[src/rtl/bpc_pkg.sv]
`timescale 1ns / 1ps
// Shared types and constants for the button press classifier.
// No dependencies; imported by the interfaces and every module.
package bpc_pkg;

   localparam int TIME_W     = 32;
   localparam int COUNT_W    = 32;
   localparam int CFG_W      = 16;
   localparam int CSR_IDX_W  = 2;
   localparam int CSR_DATA_W = 16;

   localparam logic              RST_ACTIVE_LOW      = 1'b1;
   localparam logic [CFG_W-1:0]  RST_DEBOUNCE_MS     = 16'd50;
   localparam logic [CFG_W-1:0]  RST_LONG_PRESS_MS   = 16'd1000;
   localparam logic [CFG_W-1:0]  RST_DOUBLE_WINDOW_MS = 16'd300;

   typedef enum logic [CSR_IDX_W-1:0] {
      CSR_ACTIVE_LOW    = 2'd0,
      CSR_DEBOUNCE      = 2'd1,
      CSR_LONG_PRESS    = 2'd2,
      CSR_DOUBLE_WINDOW = 2'd3
   } csr_index_type;

   typedef struct packed {
      logic             pin_invert;
      logic [CFG_W-1:0] debounce_time;
      logic [CFG_W-1:0] long_time;
      logic [CFG_W-1:0] double_window_ms;
   } cfg_type;

   typedef struct packed {
      logic [TIME_W-1:0] now_ms;
      logic              pin_level;
      logic              clear_stats;
   } req_item_type;

   typedef struct packed {
      logic               ev_press_start;
      logic               ev_double;
      logic               ev_long;
      logic               ev_short;
      logic               ev_press_end;
      logic               pressed;
      logic [TIME_W-1:0]  held_ms;
      logic [COUNT_W-1:0] total_count;
      logic [COUNT_W-1:0] short_count;
      logic [COUNT_W-1:0] long_count;
      logic [COUNT_W-1:0] double_count;
   } rsp_item_type;

endpackage

[src/rtl/bpc_if.sv]
`timescale 1ns / 1ps
// Valid/ready channel interfaces: sample beats, result beats and register writes.
// Depends on bpc_pkg for field widths.
interface bpc_req_if;
   logic                      valid;
   logic                      ready;
   logic [bpc_pkg::TIME_W-1:0] now_ms;
   logic                      pin_level;
   logic                      clear_stats;
   modport source (output valid, output now_ms, output pin_level, output clear_stats,
                   input ready);
   modport sink (input valid, input now_ms, input pin_level, input clear_stats,
                 output ready);
endinterface

interface bpc_rsp_if;
   logic                        valid;
   logic                        ready;
   logic                        ev_press_start;
   logic                        ev_double;
   logic                        ev_long;
   logic                        ev_short;
   logic                        ev_press_end;
   logic                        pressed;
   logic [bpc_pkg::TIME_W-1:0]  held_ms;
   logic [bpc_pkg::COUNT_W-1:0] total_count;
   logic [bpc_pkg::COUNT_W-1:0] short_count;
   logic [bpc_pkg::COUNT_W-1:0] long_count;
   logic [bpc_pkg::COUNT_W-1:0] double_count;
   modport source (output valid, output ev_press_start, output ev_double, output ev_long,
                   output ev_short, output ev_press_end, output pressed, output held_ms,
                   output total_count, output short_count, output long_count,
                   output double_count, input ready);
   modport sink (input valid, input ev_press_start, input ev_double, input ev_long,
                 input ev_short, input ev_press_end, input pressed, input held_ms,
                 input total_count, input short_count, input long_count,
                 input double_count, output ready);
endinterface

interface bpc_csr_if;
   logic                            valid;
   logic                            ready;
   logic [bpc_pkg::CSR_IDX_W-1:0]   index;
   logic [bpc_pkg::CSR_DATA_W-1:0]  data;
   modport source (output valid, output index, output data, input ready);
   modport sink (input valid, input index, input data, output ready);
endinterface

[src/rtl/bpc_csr.sv]
`timescale 1ns / 1ps
// Configuration register file: active level, debounce, long and double thresholds.
// Depends on bpc_pkg and bpc_csr_if.
module bpc_csr (
   input  logic              clock,
   input  logic              reset,
   bpc_csr_if.sink           csr_bus,
   output bpc_pkg::cfg_type  cfg
);
   import bpc_pkg::*;

   cfg_type cfg_ff;
   cfg_type cfg_in;
   logic    wr_en;

   assign csr_bus.ready = 1'b1;
   assign wr_en         = csr_bus.valid && csr_bus.ready;
   assign cfg           = cfg_ff;

   always_comb begin
      cfg_in = cfg_ff;
      if (wr_en) begin
         case (csr_index_type'(csr_bus.index))
            CSR_ACTIVE_LOW:    cfg_in.pin_invert       = csr_bus.data[0];
            CSR_DEBOUNCE:      cfg_in.debounce_time    = csr_bus.data[CFG_W-1:0];
            CSR_LONG_PRESS:    cfg_in.long_time        = csr_bus.data[CFG_W-1:0];
            CSR_DOUBLE_WINDOW: cfg_in.double_window_ms = csr_bus.data[CFG_W-1:0];
            default:           cfg_in = cfg_ff;
         endcase
      end
   end

   always_ff @(posedge clock) begin
      if (reset) begin
         cfg_ff.pin_invert       <= RST_ACTIVE_LOW;
         cfg_ff.debounce_time    <= RST_DEBOUNCE_MS;
         cfg_ff.long_time        <= RST_LONG_PRESS_MS;
         cfg_ff.double_window_ms <= RST_DOUBLE_WINDOW_MS;
      end else begin
         cfg_ff <= cfg_in;
      end
   end

endmodule

[src/rtl/bpc_core.sv]
`timescale 1ns / 1ps
// Debounce and press classification state with its single-pass next-state logic.
// Depends on bpc_pkg; fed by the input register of the top level.
module bpc_core (
   input  logic                   clock,
   input  logic                   reset,
   input  logic                   advance,
   input  bpc_pkg::req_item_type  item,
   input  bpc_pkg::cfg_type       cfg,
   output bpc_pkg::rsp_item_type  result
);
   import bpc_pkg::*;

   logic               stable_ff, stable_in;
   logic               prev_raw_ff, prev_raw_in;
   logic [TIME_W-1:0]  change_stamp_ff, change_stamp_in;
   logic [TIME_W-1:0]  press_stamp_ff, press_stamp_in;
   logic [TIME_W-1:0]  short_stamp_ff, short_stamp_in;
   logic               short_valid_ff, short_valid_in;
   logic               long_rep_ff, long_rep_in;
   logic [COUNT_W-1:0] total_ff, total_in;
   logic [COUNT_W-1:0] short_cnt_ff, short_cnt_in;
   logic [COUNT_W-1:0] long_cnt_ff, long_cnt_in;
   logic [COUNT_W-1:0] double_cnt_ff, double_cnt_in;

   logic               raw;
   logic               raw_changed;
   logic [TIME_W-1:0]  since_change;
   logic               flip;
   logic               press_rise;
   logic               press_fall;
   logic [TIME_W-1:0]  gap;
   logic               is_double;
   logic [TIME_W-1:0]  press_dur;
   logic               dur_long;
   logic               rel_long;
   logic               rel_short;
   logic [TIME_W-1:0]  hold_time;
   logic               long_rep_base;
   logic               held_long;

   always_comb begin
      raw          = item.pin_level ^ cfg.pin_invert;
      raw_changed  = raw != prev_raw_ff;
      since_change = raw_changed ? '0 : item.now_ms - change_stamp_ff;
      flip         = (since_change > {{(TIME_W-CFG_W){1'b0}}, cfg.debounce_time})
                     && (raw != stable_ff);
      press_rise   = flip && raw;
      press_fall   = flip && !raw;

      gap       = item.now_ms - short_stamp_ff;
      is_double = press_rise && short_valid_ff
                  && (gap < {{(TIME_W-CFG_W){1'b0}}, cfg.double_window_ms});

      press_dur = item.now_ms - press_stamp_ff;
      dur_long  = press_dur >= {{(TIME_W-CFG_W){1'b0}}, cfg.long_time};
      rel_long  = press_fall && !long_rep_ff && dur_long;
      rel_short = press_fall && !long_rep_ff && !dur_long;

      stable_in     = flip ? raw : stable_ff;
      hold_time     = press_rise ? '0 : press_dur;
      long_rep_base = press_rise ? 1'b0 : long_rep_ff;
      held_long     = stable_in && !long_rep_base
                      && (press_rise ? (cfg.long_time == '0) : dur_long);
      long_rep_in   = long_rep_base | held_long;

      prev_raw_in     = raw;
      change_stamp_in = raw_changed ? item.now_ms : change_stamp_ff;
      press_stamp_in  = press_rise ? item.now_ms : (press_fall ? '0 : press_stamp_ff);

      short_stamp_in = short_stamp_ff;
      short_valid_in = short_valid_ff;
      if (is_double) begin
         short_stamp_in = '0;
         short_valid_in = 1'b0;
      end else if (rel_short) begin
         short_stamp_in = item.now_ms;
         short_valid_in = 1'b1;
      end

      total_in      = (item.clear_stats ? '0 : total_ff)
                      + {{(COUNT_W-1){1'b0}}, press_fall};
      short_cnt_in  = (item.clear_stats ? '0 : short_cnt_ff)
                      + {{(COUNT_W-1){1'b0}}, rel_short};
      long_cnt_in   = (item.clear_stats ? '0 : long_cnt_ff)
                      + {{(COUNT_W-1){1'b0}}, rel_long | held_long};
      double_cnt_in = (item.clear_stats ? '0 : double_cnt_ff)
                      + {{(COUNT_W-1){1'b0}}, is_double};

      result.ev_press_start = press_rise;
      result.ev_double      = is_double;
      result.ev_long        = rel_long | held_long;
      result.ev_short       = rel_short;
      result.ev_press_end   = press_fall;
      result.pressed        = stable_in;
      result.held_ms        = (stable_in && (press_stamp_in != '0)) ? hold_time : '0;
      result.total_count    = total_in;
      result.short_count    = short_cnt_in;
      result.long_count     = long_cnt_in;
      result.double_count   = double_cnt_in;
   end

   always_ff @(posedge clock) begin
      if (reset) begin
         stable_ff       <= 1'b0;
         prev_raw_ff     <= 1'b0;
         change_stamp_ff <= '0;
         press_stamp_ff  <= '0;
         short_stamp_ff  <= '0;
         short_valid_ff  <= 1'b0;
         long_rep_ff     <= 1'b0;
         total_ff        <= '0;
         short_cnt_ff    <= '0;
         long_cnt_ff     <= '0;
         double_cnt_ff   <= '0;
      end else if (advance) begin
         stable_ff       <= stable_in;
         prev_raw_ff     <= prev_raw_in;
         change_stamp_ff <= change_stamp_in;
         press_stamp_ff  <= press_stamp_in;
         short_stamp_ff  <= short_stamp_in;
         short_valid_ff  <= short_valid_in;
         long_rep_ff     <= long_rep_in;
         total_ff        <= total_in;
         short_cnt_ff    <= short_cnt_in;
         long_cnt_ff     <= long_cnt_in;
         double_cnt_ff   <= double_cnt_in;
      end
   end

endmodule

[src/rtl/button_press_classifier_top.sv]
`timescale 1ns / 1ps
// Button press classifier: each sample beat yields one result beat, one beat per
// cycle sustained while rsp_bus.ready holds. Sample beats land in an input register;
// one pass of compare and 32-bit subtract logic updates the debounce state and writes
// the result register. Register writes are taken every cycle; the user must make them
// only while idle; not enforced. Depends on bpc_pkg, bpc_if, bpc_csr and bpc_core.
module button_press_classifier_top (
   input  logic     clock,
   input  logic     reset,
   bpc_req_if.sink  req_bus,
   bpc_rsp_if.source rsp_bus,
   bpc_csr_if.sink  csr_bus
);
   import bpc_pkg::*;

   cfg_type      cfg;
   logic         in_valid_ff, in_valid_in;
   req_item_type in_item_ff;
   logic         rsp_valid_ff, rsp_valid_in;
   rsp_item_type rsp_item_ff;
   rsp_item_type result;
   logic         advance;
   logic         req_accept;

   bpc_csr u_csr (
      .clock   (clock),
      .reset   (reset),
      .csr_bus (csr_bus),
      .cfg     (cfg)
   );

   bpc_core u_core (
      .clock   (clock),
      .reset   (reset),
      .advance (advance),
      .item    (in_item_ff),
      .cfg     (cfg),
      .result  (result)
   );

   assign advance       = in_valid_ff && (!rsp_valid_ff || rsp_bus.ready);
   assign req_bus.ready = !in_valid_ff || advance;
   assign req_accept    = req_bus.valid && req_bus.ready;

   always_comb begin
      in_valid_in  = req_accept ? 1'b1 : (advance ? 1'b0 : in_valid_ff);
      rsp_valid_in = advance ? 1'b1 : (rsp_bus.ready ? 1'b0 : rsp_valid_ff);
   end

   always_ff @(posedge clock) begin
      if (reset) begin
         in_valid_ff  <= 1'b0;
         rsp_valid_ff <= 1'b0;
      end else begin
         in_valid_ff  <= in_valid_in;
         rsp_valid_ff <= rsp_valid_in;
      end
   end

   always_ff @(posedge clock) begin
      if (req_accept) begin
         in_item_ff.now_ms      <= req_bus.now_ms;
         in_item_ff.pin_level   <= req_bus.pin_level;
         in_item_ff.clear_stats <= req_bus.clear_stats;
      end
      if (advance) begin
         rsp_item_ff <= result;
      end
   end

   assign rsp_bus.valid          = rsp_valid_ff;
   assign rsp_bus.ev_press_start = rsp_item_ff.ev_press_start;
   assign rsp_bus.ev_double      = rsp_item_ff.ev_double;
   assign rsp_bus.ev_long        = rsp_item_ff.ev_long;
   assign rsp_bus.ev_short       = rsp_item_ff.ev_short;
   assign rsp_bus.ev_press_end   = rsp_item_ff.ev_press_end;
   assign rsp_bus.pressed        = rsp_item_ff.pressed;
   assign rsp_bus.held_ms        = rsp_item_ff.held_ms;
   assign rsp_bus.total_count    = rsp_item_ff.total_count;
   assign rsp_bus.short_count    = rsp_item_ff.short_count;
   assign rsp_bus.long_count     = rsp_item_ff.long_count;
   assign rsp_bus.double_count   = rsp_item_ff.double_count;

   a_start_end_excl: assert property (@(posedge clock) disable iff (reset)
      rsp_valid_ff |-> !(rsp_item_ff.ev_press_start && rsp_item_ff.ev_press_end))
      else $error("press start and press end in one beat");

   a_double_on_start: assert property (@(posedge clock) disable iff (reset)
      (rsp_valid_ff && rsp_item_ff.ev_double) |-> rsp_item_ff.ev_press_start)
      else $error("double press without press start");

   a_short_on_release: assert property (@(posedge clock) disable iff (reset)
      (rsp_valid_ff && rsp_item_ff.ev_short)
         |-> (rsp_item_ff.ev_press_end && !rsp_item_ff.ev_long && !rsp_item_ff.pressed))
      else $error("short press outside a release");

   a_no_overrun: assert property (@(posedge clock) disable iff (reset)
      (in_valid_ff && !advance) |=> (in_valid_ff && $stable(in_item_ff)))
      else $error("input register overwritten while stalled");

endmodule
[src/flat_wrapper.sv]
// flat-port wrapper written by rule: the top's interface ports become plain ports
module button_press_classifier_top_flat import bpc_pkg::*;
  (clock, reset, req_bus_valid, req_bus_now_ms, req_bus_pin_level, req_bus_clear_stats, req_bus_ready, rsp_bus_valid, rsp_bus_ev_press_start, rsp_bus_ev_double, rsp_bus_ev_long, rsp_bus_ev_short, rsp_bus_ev_press_end, rsp_bus_pressed, rsp_bus_held_ms, rsp_bus_total_count, rsp_bus_short_count, rsp_bus_long_count, rsp_bus_double_count, rsp_bus_ready, csr_bus_valid, csr_bus_index, csr_bus_data, csr_bus_ready);
  bpc_req_if req_bus_i ();
  bpc_rsp_if rsp_bus_i ();
  bpc_csr_if csr_bus_i ();
  input  logic clock;
  input  logic reset;
  input wire logic [$bits(req_bus_i.valid)-1:0] req_bus_valid;
  input wire logic [$bits(req_bus_i.now_ms)-1:0] req_bus_now_ms;
  input wire logic [$bits(req_bus_i.pin_level)-1:0] req_bus_pin_level;
  input wire logic [$bits(req_bus_i.clear_stats)-1:0] req_bus_clear_stats;
  output wire logic [$bits(req_bus_i.ready)-1:0] req_bus_ready;
  output wire logic [$bits(rsp_bus_i.valid)-1:0] rsp_bus_valid;
  output wire logic [$bits(rsp_bus_i.ev_press_start)-1:0] rsp_bus_ev_press_start;
  output wire logic [$bits(rsp_bus_i.ev_double)-1:0] rsp_bus_ev_double;
  output wire logic [$bits(rsp_bus_i.ev_long)-1:0] rsp_bus_ev_long;
  output wire logic [$bits(rsp_bus_i.ev_short)-1:0] rsp_bus_ev_short;
  output wire logic [$bits(rsp_bus_i.ev_press_end)-1:0] rsp_bus_ev_press_end;
  output wire logic [$bits(rsp_bus_i.pressed)-1:0] rsp_bus_pressed;
  output wire logic [$bits(rsp_bus_i.held_ms)-1:0] rsp_bus_held_ms;
  output wire logic [$bits(rsp_bus_i.total_count)-1:0] rsp_bus_total_count;
  output wire logic [$bits(rsp_bus_i.short_count)-1:0] rsp_bus_short_count;
  output wire logic [$bits(rsp_bus_i.long_count)-1:0] rsp_bus_long_count;
  output wire logic [$bits(rsp_bus_i.double_count)-1:0] rsp_bus_double_count;
  input wire logic [$bits(rsp_bus_i.ready)-1:0] rsp_bus_ready;
  input wire logic [$bits(csr_bus_i.valid)-1:0] csr_bus_valid;
  input wire logic [$bits(csr_bus_i.index)-1:0] csr_bus_index;
  input wire logic [$bits(csr_bus_i.data)-1:0] csr_bus_data;
  output wire logic [$bits(csr_bus_i.ready)-1:0] csr_bus_ready;
  assign req_bus_i.valid = req_bus_valid;
  assign req_bus_i.now_ms = req_bus_now_ms;
  assign req_bus_i.pin_level = req_bus_pin_level;
  assign req_bus_i.clear_stats = req_bus_clear_stats;
  assign req_bus_ready = req_bus_i.ready;
  assign rsp_bus_valid = rsp_bus_i.valid;
  assign rsp_bus_ev_press_start = rsp_bus_i.ev_press_start;
  assign rsp_bus_ev_double = rsp_bus_i.ev_double;
  assign rsp_bus_ev_long = rsp_bus_i.ev_long;
  assign rsp_bus_ev_short = rsp_bus_i.ev_short;
  assign rsp_bus_ev_press_end = rsp_bus_i.ev_press_end;
  assign rsp_bus_pressed = rsp_bus_i.pressed;
  assign rsp_bus_held_ms = rsp_bus_i.held_ms;
  assign rsp_bus_total_count = rsp_bus_i.total_count;
  assign rsp_bus_short_count = rsp_bus_i.short_count;
  assign rsp_bus_long_count = rsp_bus_i.long_count;
  assign rsp_bus_double_count = rsp_bus_i.double_count;
  assign rsp_bus_i.ready = rsp_bus_ready;
  assign csr_bus_i.valid = csr_bus_valid;
  assign csr_bus_i.index = csr_bus_index;
  assign csr_bus_i.data = csr_bus_data;
  assign csr_bus_ready = csr_bus_i.ready;
  button_press_classifier_top u_core (.clock(clock), .reset(reset), .req_bus(req_bus_i), .rsp_bus(rsp_bus_i), .csr_bus(csr_bus_i));
endmodule
[config.mk]
export PLATFORM = sky130hd
export DESIGN_NAME = button_press_classifier_top_flat
export DESIGN_NICKNAME = d
export VERILOG_FILES = /design/src/rtl/bpc_pkg.sv /design/src/rtl/bpc_if.sv /design/src/rtl/bpc_csr.sv /design/src/rtl/bpc_core.sv /design/src/rtl/button_press_classifier_top.sv /design/src/flat_wrapper.sv
export SDC_FILE = /design/constraint.sdc
export NUM_CORES = 1
export LEC_CHECK = 0
export ABC_AREA = 1
export BUFFER_PORTS_ARGS = -buffer_cell sky130_fd_sc_hd__buf_2
export CORE_ASPECT_RATIO = 1.1
export CORE_UTILIZATION = 61
export DETAILED_ROUTE_END_ITERATION = 6
export PLACE_DENSITY = 0.88
export SYNTH_ARGS = -nofsm -noshare
export SYNTH_HDL_FRONTEND = slang
export SYNTH_SLANG_ARGS = --single-unit
[constraint.sdc]
create_clock -name clock -period 8.7 [get_ports clock]
set_input_delay 0.435 -clock clock [delete_from_list [all_inputs] [get_ports clock]]
set_output_delay 0.435 -clock clock [all_outputs]
set_load 0.01 [all_outputs]
Yosys cells after proc, flatten, opt, wreduce, memory -nomap -nowiden

Index checks and enable logic that the tools add are counted.

$mul: 0
Order comparisons: 3
$add $sub $neg: 7
Equality and inequality tests: 5
Div/mod/pow operators: 0
Shifts and indexed selects: 0
Mux-type cells: 18
Bitwise logic cells: 4
Reductions and logical operators: 34

Operators with widths:

| kind                                                                   | number |
|---|---|
| 32-bit 2-to-1 mux                                                      | 9 |
| 32-bit by 1-bit adder with 32-bit output                               | 4 |
| 32-bit subtractor                                                      | 3 |
| 32-bit by 16-bit greater-or-equal comparator with 1-bit output         | 1 |
| 32-bit by 16-bit greater-than comparator with 1-bit output             | 1 |
| 32-bit by 16-bit < comparator with 1-bit output                        | 1 |
| 32-bit nonzero test                                                    | 1 |
| 16-bit zero test                                                       | 1 |
| 1-bit logical AND                                                      | 13 |
| 2-bit AND reduction                                                    | 6 |
| 1-bit 2-to-1 mux                                                       | 9 |
| 1-bit zero test                                                        | 6 |
| 2-bit nonzero test                                                     | 3 |
| 2-bit equality test (second input constant)                            | 2 |
| 2-bit by 1-bit equality test with 1-bit output (second input constant) | 1 |
| 2-bit zero test                                                        | 1 |
| 1-bit logical OR                                                       | 2 |
| 1-bit inequality test                                                  | 2 |
| 1-bit bitwise OR                                                       | 2 |
| 2-bit OR reduction                                                     | 1 |
| 1-bit NOT                                                              | 1 |
| 1-bit XOR                                                              | 1 |

Output and inout bits: 169
Word-level logic and storage cells: 102
ROM bits: 0
Memories: 0
Bits in writable memories: 0
Bits in latches: 0
Flip-flop bits (word level): 479
Input bits: 57

Depth between registers and ports, before layout

Gate-level depths: netlist (run 1).

Depth after elaboration: 12
Mapped depth: 49
Depth with buffers taken out: 47

By module

Synthesis (run 1) repeated with hierarchy kept, for this count alone.

Cell total of the unflattened synthesis: 3879
Area, all modules: 28561.1 µm²

By module, submodules not included:

| module                      | area an instance (µm²) | instances | cells each | sequential area each (µm²) |
|---|---|---|---|---|
| bpc_core                    | 20474.6                | 1         | 3373       | 4564.4 |
| button_press_classifier_top | 6097.1                 | 1         | 212        | 6045.8 |
| bpc_csr                     | 1989.4                 | 1         | 294        | 980.9 |

Least setup slack after synthesis (run 1)

No wires, ideal clock.

Kind: input port to flip-flop
Start: input port rsp_bus_ready
End: register u_core.u_core.double_cnt_ff[9]
Buffers on the path: 3
Stages: 8
Arrival time: 6.072 ns
Required time: 8.349 ns
Setup time: 0.351 ns
Slack: 2.277 ns
Cells stage by stage: inv_1 > nand2_1 > nand2_1 > clkbuf_1 > inv_1 > clkbuf_1 > buf_1 > a21oi_1

Longest elaborated chain between the ends: 2

RTL lines:

| element              | line                              | text |
|---|---|---|
| from (decl)          | flat_wrapper.sv:26                | `input wire logic [$bits(rsp_bus_i.ready)-1:0] rsp_bus_ready;` |
| 1-bit logical OR     | button_press_classifier_top.sv:41 | `assign advance = in_valid_ff && (!rsp_valid_ff \|\| rsp_bus.ready);` |
| 1-bit logical AND    | button_press_classifier_top.sv:41 |  |
| net u_core.advance   | button_press_classifier_top.sv:22 | `logic advance;` |
| to (signal assigned) | bpc_core.sv:127                   | `double_cnt_ff <= double_cnt_in;` |
| to (decl)            | bpc_core.sv:24                    | `logic [COUNT_W-1:0] double_cnt_ff, double_cnt_in;` |

The timed path passes the listed nets, and every way through them passes these cells.
A chain may end at the register's enable or synchronous reset.

==> results of run 1 <==
==> Yosys cell counts, types with 14 or more instances <==
cell	n
inv_1	736
nand2_1	618
a21oi_1	393
nor2_1	370
o21ai_0	292
dfxtp_1	279
edfxtp_1	200
ha_1	148
nand3_1	124
xor2_1	121
nand4_1	104
clkbuf_1	89
nor3_1	76
xnor2_1	33
nor2_2	28
buf_1	17
nand3_2	16
nor4_1	15
buf_2	14
==> worst min path at each step <==
stage / slack (ns) / from / end
5_1_grt: 0.02 / req_bus_now_ms[9] / u_core.in_item_ff[11]$_DFFE_PP_
4_1_cts: 0.01 / req_bus_now_ms[10] / u_core.in_item_ff[12]$_DFFE_PP_
2_1_floorplan: 0.43 / u_core.u_core.double_cnt_ff[0]$_SDFFE_PP0P_ / u_core.u_core.double_cnt_ff[0]$_SDFFE_PP0P_
3_5_place_dp: 0.44 / u_core.u_core.short_cnt_ff[0]$_SDFFE_PP0P_ / u_core.u_core.short_cnt_ff[0]$_SDFFE_PP0P_
6_report: 0.03 / req_bus_now_ms[9] / u_core.in_item_ff[11]$_DFFE_PP_
3_3_place_gp: 0.44 / u_core.u_core.total_ff[0]$_SDFFE_PP0P_ / u_core.u_core.total_ff[0]$_SDFFE_PP0P_
==> layout make-up <==
cell class | count | area, µm² | area share, %
clock inverters | 26 | 290 | 0.917
clock buffers | 64 | 1360 | 4.30
multi-input cells | 2451 | 13300 | 42.1
inverters | 739 | 2780 | 8.78
repair buffers | 276 | 1570 | 4.96
diodes | 3 | 7.51 | 0.0237
well taps | 588 | 736 | 2.32
flip-flops and latches | 479 | 11600 | 36.6
==> per-stage QoR <==
step	hold slack, ns	utilization, %	std cells	total power, mW
global route	0.0170	69.3	4623	6.18
floorplan	0.430	-	3798	3.44
global placement	0.441	65.3	4512	3.75
finish	0.0345	69.4	4626	5.93
CTS	0.0147	69.3	4623	5.91
detailed placement	0.445	65.3	4512	3.77
==> routing by layer <==
layer  up-vias  share of wire, %  GRT usage [%]
met3       256               7.8           5.98
li1      12700                 -              -
met1     12100                41           42.2
met5         -             0.032              0
met2      1163                46           56.5
met4         4               5.1           16.6
==> sequential cells by signal, indices dropped and copies added, names as in the netlist, 32 cells and up <==
register,count
u_core.u_csr.cfg,49
u_core.in_item_ff,34
u_core.rsp_bus.double_count,32
u_core.rsp_bus.held_ms,32
u_core.rsp_bus.long_count,32
u_core.rsp_bus.short_count,32
u_core.rsp_bus.total_count,32
u_core.u_core.change_stamp_ff,32
u_core.u_core.double_cnt_ff,32
u_core.u_core.long_cnt_ff,32
u_core.u_core.press_stamp_ff,32
u_core.u_core.short_cnt_ff,32
u_core.u_core.short_stamp_ff,32
u_core.u_core.total_ff,32
==> critical path: cells and delay by family, from the launching register on <==
| family | cells | cell delay, ns |
|---|---|---|
| xor gates and xnor gates | 1 | 0.16 |
| buffers and inverters | 6 | 0.68 |
| AOI/OAI and AO/OA | 9 | 1.19 |
| and+or+nand+nor | 26 | 3.82 |
| adders and majority gates | 4 | 0.96 |
| DFF | 1 | 0.62 |
==> where the power goes <==
part           switching (mW)  leakage, nW  internal, mW
clock                   0.918        0.806          1.23
sequential             0.0672         4.24          2.47
combinational           0.837         9.56         0.397
total                    1.82         14.6          4.10
==> cell usage in the layout (no fill, tap or decap), types with 21 or more instances in the layout <==
master / count
nor2_2: 28
dfxtp_1: 279
a21oi_1: 393
ha_1: 148
nand2_1: 617
edfxtp_1: 200
o21ai_0: 292
clkbuf_16: 49
buf_2: 223
inv_1: 734
nand4_1: 104
dlygate4sd3_1: 21
nor3_1: 76
xor2_1: 121
buf_4: 31
nand3_1: 124
xnor2_1: 33
nor2_1: 370
==> logic make-up (layout without fill, tap and decap cells) <==
family / count (synthesis) / in the layout / share of synthesized area (%)
flops: 479 / 479 / 41.0
buf+inv: 868 / 1105 / 11.8
fa+ha+maj: 151 / 151 / 6.77
xor+xnor: 154 / 154 / 4.78
simple gates: 1388 / 1388 / 21.7
compound gates: 757 / 757 / 13.9
other cells: 1 / 4 / 0.0133
==> impl_metrics.tcl, run 1 <==
set metrics [dict create \
    status "complete, but fails checks" \
    failed_checks "design-rule violations" \
    path_class "flip-flop to flip-flop" \
    startpoint "u_core.in_item_ff[3]$_DFFE_PP_" \
    synth_edf_count 200 \
    ys_warn_count 0 \
    arrival_ns 8.03 \
    tightest_slew_ns 1.10 \
    cts_resized 0 \
    via_per_inst 5.66 \
    post_drt_wl_per_cell_um 17.5 \
    final.min_clock_period_ns 7.51 \
    grt_start_max_net_pins 112 \
    p_leak_nw 14.6 \
    r2r_end "u_core.u_core.long_cnt_ff[30]$_SDFFE_PP0P_" \
    layout-drive-gt1-share_pct 10.1 \
    cp_slowest_cell "edfxtp_1" \
    cp-end-kind "flip-flop" \
    antenna_found_initial 3 \
    synth_cell_types 48 \
    core_mm2 0.0457 \
    clockBufferDepth 3 \
    max_slew_margin_pct 26.5 \
    rows 82 \
    grt_usage_pct 33.7 \
    hold_path.class "input pin to flip-flop" \
    synth-async-reset-ratio_pct 0 \
    worst_setup_path_start_kind "flip-flop" \
    clock.fmax_mhz 133 \
    fin_tns_setup_ns 0 \
    cts_tree "done" \
    vdd_ir_drop_max_mv 0.163 \
    dpl.hpwl_um 58800 \
    die_area_mm2 0.0472 \
    final-setup-viol-count 0 \
    vias 26200 \
    nFillCells 3576 \
    io_buffers 224 \
    synthTopCellsByArea "edfxtp_1, dfxtp_1, inv_1, nand2_1, a21oi_1" \
    cts-root-buf "clkbuf_16" \
    rsz0062_at_grt "false" \
    power.density_mw_per_mm2 187 \
    io_pins 226 \
    grt_pass1_wl_um 127000 \
    synth_fp_nets 4006 \
    dr.pass1.iters 7 \
    slew_violations 0 \
    preCtsSetupSlack_ns 1.31 \
    synth_top_area_cell "edfxtp_1" \
    r2r-start "u_core.in_item_ff[3]$_DFFE_PP_" \
    postLayoutCellArea_mm2 0.0317 \
    hold_viol_final 0 \
    max_stage_delay_ns 0.62 \
    cap_violations 0 \
    netlist.area_leader.share_pct 21.3 \
    synthesis.instances 3798 \
    rr_worst_depth 46 \
    drt_wl_total_um 81100 \
    holdPathStages 1 \
    ys.flop_type "dfxtp_1" \
    setup_slack_ns 1.19 \
    placed_area_mm2 0.0298 \
    numCtsBuffers 48 \
    grt_pass1_vias 24400 \
    skew_ns 0.0321 \
    clock_sinks 479 \
    syn_to_final_growth_pct 12.1 \
    crit_fanout 33 \
    postRouteAntennaNets 0 \
    postSynthAreaPerCell_um2 7.44 \
    fp.dieH_um 228 \
    clk_latency_ns 0.62 \
    overflow 0 \
    synth-seq-area-share_pct 41.0 \
    final_nets 4203 \
    die_x_um 207 \
    drtIter0Drc 2567 \
    required_ns 9.21 \
    gp_congestion 1.02 \
    ff2ff_setup_slack_ns 1.19 \
    min_period_over_period_pct 86.4 \
    initial_core_util_pct 61.9 \
    path_clk_slew_ns 0.06 \
    ys_ff_latch 479 \
    cts_setup_buffers 0 \
    drc 2 \
    synth_area_mm2 0.0282 \
    cts_htree_levels 2 \
    cts_hold_buffers 21 \
    crit_end "u_core.u_core.long_cnt_ff[30]$_SDFFE_PP0P_" \
]
(Power assumes the default switching activity.)
==> run 2, diff against run 1 <==
--- a/config.mk
+++ b/config.mk
@@ -7,9 +7,9 @@
 export LEC_CHECK = 0
 export ABC_AREA = 1
 export BUFFER_PORTS_ARGS = -buffer_cell sky130_fd_sc_hd__buf_2
-export CORE_ASPECT_RATIO = 1.1
 export CORE_UTILIZATION = 61
 export DETAILED_ROUTE_END_ITERATION = 6
+export GPL_ROUTABILITY_DRIVEN = 1
 export PLACE_DENSITY = 0.88
 export SYNTH_ARGS = -nofsm -noshare
 export SYNTH_HDL_FRONTEND = slang
==> constraint.sdc (replaced) <==
create_clock -name clock -period 8.7 [get_ports clock]
set_input_delay 0.87 -clock clock [delete_from_list [all_inputs] [get_ports clock]]
set_output_delay 0.87 -clock clock [all_outputs]
set_load 0.01 [all_outputs]
==> impl_metrics.tcl, run 2 (synthesis gave the netlist of run 1 again) <==
set metrics [dict create \
    utilization_pct 69.4 \
    slew_violations 0 \
    clock_sinks 479 \
    rr_worst_depth 46 \
    clockBufferDepth 3 \
    layout-drive-gt1-share_pct 10.3 \
    overflow 0 \
    power.density_mw_per_mm2 189 \
    initial_core_util_pct 62.1 \
    vdd_ir_drop_max_mv 0.189 \
    final_nets 4191 \
    vias 25700 \
    max_stage_delay_ns 0.58 \
    crit_fanout 31 \
    cp_slowest_cell "edfxtp_1" \
    cts_tree "done" \
    grt_usage_pct 31.6 \
    die_area_mm2 0.0472 \
    post_drt_wl_per_cell_um 16.4 \
    grt_start_max_net_pins 140 \
    die_x_um 217 \
    skew_ns 0.0169 \
    final.min_clock_period_ns 7.62 \
    syn_to_final_growth_pct 11.8 \
    drtIter0Drc 2554 \
    postRouteAntennaNets 0 \
    grt_pass1_wl_um 120000 \
    final-setup-viol-count 0 \
    required_ns 9.21 \
    path_clk_slew_ns 0.06 \
    hold_path.class "input pin to flip-flop" \
    core_mm2 0.0455 \
    grt_pass1_vias 23500 \
    cap_violations 0 \
    clock.fmax_mhz 131 \
    numCtsBuffers 50 \
    rows 78 \
    holdPathStages 1 \
    worst_setup_path_start_kind "flip-flop" \
    dpl.hpwl_um 55300 \
    drc 0 \
    crit_top_cell "nand3_1" \
    cp_num_cells 46 \
    p_leak_nw 14.6 \
    final_common_cell "inv_1" \
    fin_tns_setup_ns 0 \
    dr.pass1.iters 6 \
    gp_congestion 0.999 \
    max_slew_margin_pct 21.2 \
    hold_viol_final 0 \
    layout_common_cells "inv_1, nand2_1, a21oi_1" \
    setup_slack_ns 1.08 \
    via_per_inst 5.55 \
    antenna_found_initial 2 \
    fp.dieH_um 217 \
    clk_latency_ns 0.62 \
    cts_htree_levels 2 \
    arrival_ns 8.12 \
    cts_hold_buffers 0 \
    path_class "flip-flop to flip-flop" \
    cp-end-kind "flip-flop" \
    crit_family "simple AND/OR/NAND/NOR gates" \
    critPathBufInv 6 \
    drt_wl_total_um 75700 \
    cts-root-buf "clkbuf_16" \
    preCtsSetupSlack_ns 0.924 \
    min_period_over_period_pct 87.5 \
    io_buffers 224 \
    largest_reg_flops 49 \
    io_pins 226 \
    tightest_slew_ns 1.18 \
    hold_ws_ns 0.429 \
    status "finished, final reports clean" \
    rsz0062_at_grt "false" \
]
-- run 2: cell count changes in the layout (fill, tap and decap cells not counted), moves of 2 or more --
| cell | before | now |
|---|---|---|
| buf_4 | 31 | 38 |
| clkinv_1 | 5 | 3 |
| clkbuf_8 | 8 | 6 |
| clkbuf_16 | 49 | 54 |
| clkbuf_1 | 7 | 14 |
| clkinvlp_4 | 3 | 0 |
| dlygate4sd3_1 | 21 | 0 |
| inv_4 | 0 | 2 |
-- run 2: per-stage QoR --
step                      instance area [µm²]  cells  total power, mW
after detailed placement                29900   4531             3.76
final                                   31600   4627             5.96
after CTS                               31600   4625             5.96
after global routing                    31600   4626             6.23
after floorplan                         28200   3798             3.44
after global placement                  29900   4531             3.73
-- run 2: worst register-to-register path, delay by kind of cell (launching register included) --
kind	cells	cell delay, ns
AO/OA/AOI/OAI	8	1.03
XOR/XNOR	1	0.17
adder cells (fa/ha/maj)	4	0.96
buffers and inverters	6	0.60
flip-flops	1	0.58
AND/OR/NAND/NOR	27	4.15
-- run 2: timing repair --
| item | in CTS | in global routing |
|---|---|---|
| resized for setup | 0 | 1 |
| setup endpoints to repair | 0 | 3 |
| buffers inserted | 0 | 0 |
| endpoints found under the hold margin | 0 | 0 |
-- run 2: metal layers --
metal  global-route usage [%]  part of all wire [%]  wire length [µm]
met1                     42.1                    42             31800
met2                     51.4                    46             34700
met3                     4.43                   7.8              5900
met4                     13.7                   4.3              3280
met5                        0                 0.017                13
-- run 2: path summary, 6_finish.rpt --
path	slack (ns)	startpoint	endpoint
max reg2reg	1.08	u_core.in_item_ff[3]$_DFFE_PP_	u_core.u_core.long_cnt_ff[30]$_SDFFE_PP0P_
min	0.43	req_bus_now_ms[31]	u_core.in_item_ff[33]$_DFFE_PP_
max	1.08	u_core.in_item_ff[3]$_DFFE_PP_	u_core.u_core.long_cnt_ff[30]$_SDFFE_PP0P_
min reg2reg	0.46	u_core.u_core.short_cnt_ff[0]$_SDFFE_PP0P_	u_core.u_core.short_cnt_ff[0]$_SDFFE_PP0P_
-- run 2: power breakdown --
| group | total (mW) | leakage [nW] | switching [mW] | internal (mW) |
|---|---|---|---|---|
| clock network | 2.21 | 0.843 | 0.925 | 1.28 |
| logic | 1.21 | 9.51 | 0.819 | 0.392 |
| registers | 2.54 | 4.24 | 0.0606 | 2.48 |
-- run 2: layout make-up --
cell class	instances	area (µm²)
Antenna cell	2	5.00
Clock buffer	74	1490
Clock inverter	20	221
Fill cell	3719	13900
Inverter	739	2780
Multi-Input combinational cell	2451	13300
Sequential cell	479	11600
Tap cell	600	751
Timing Repair Buffer	262	1410
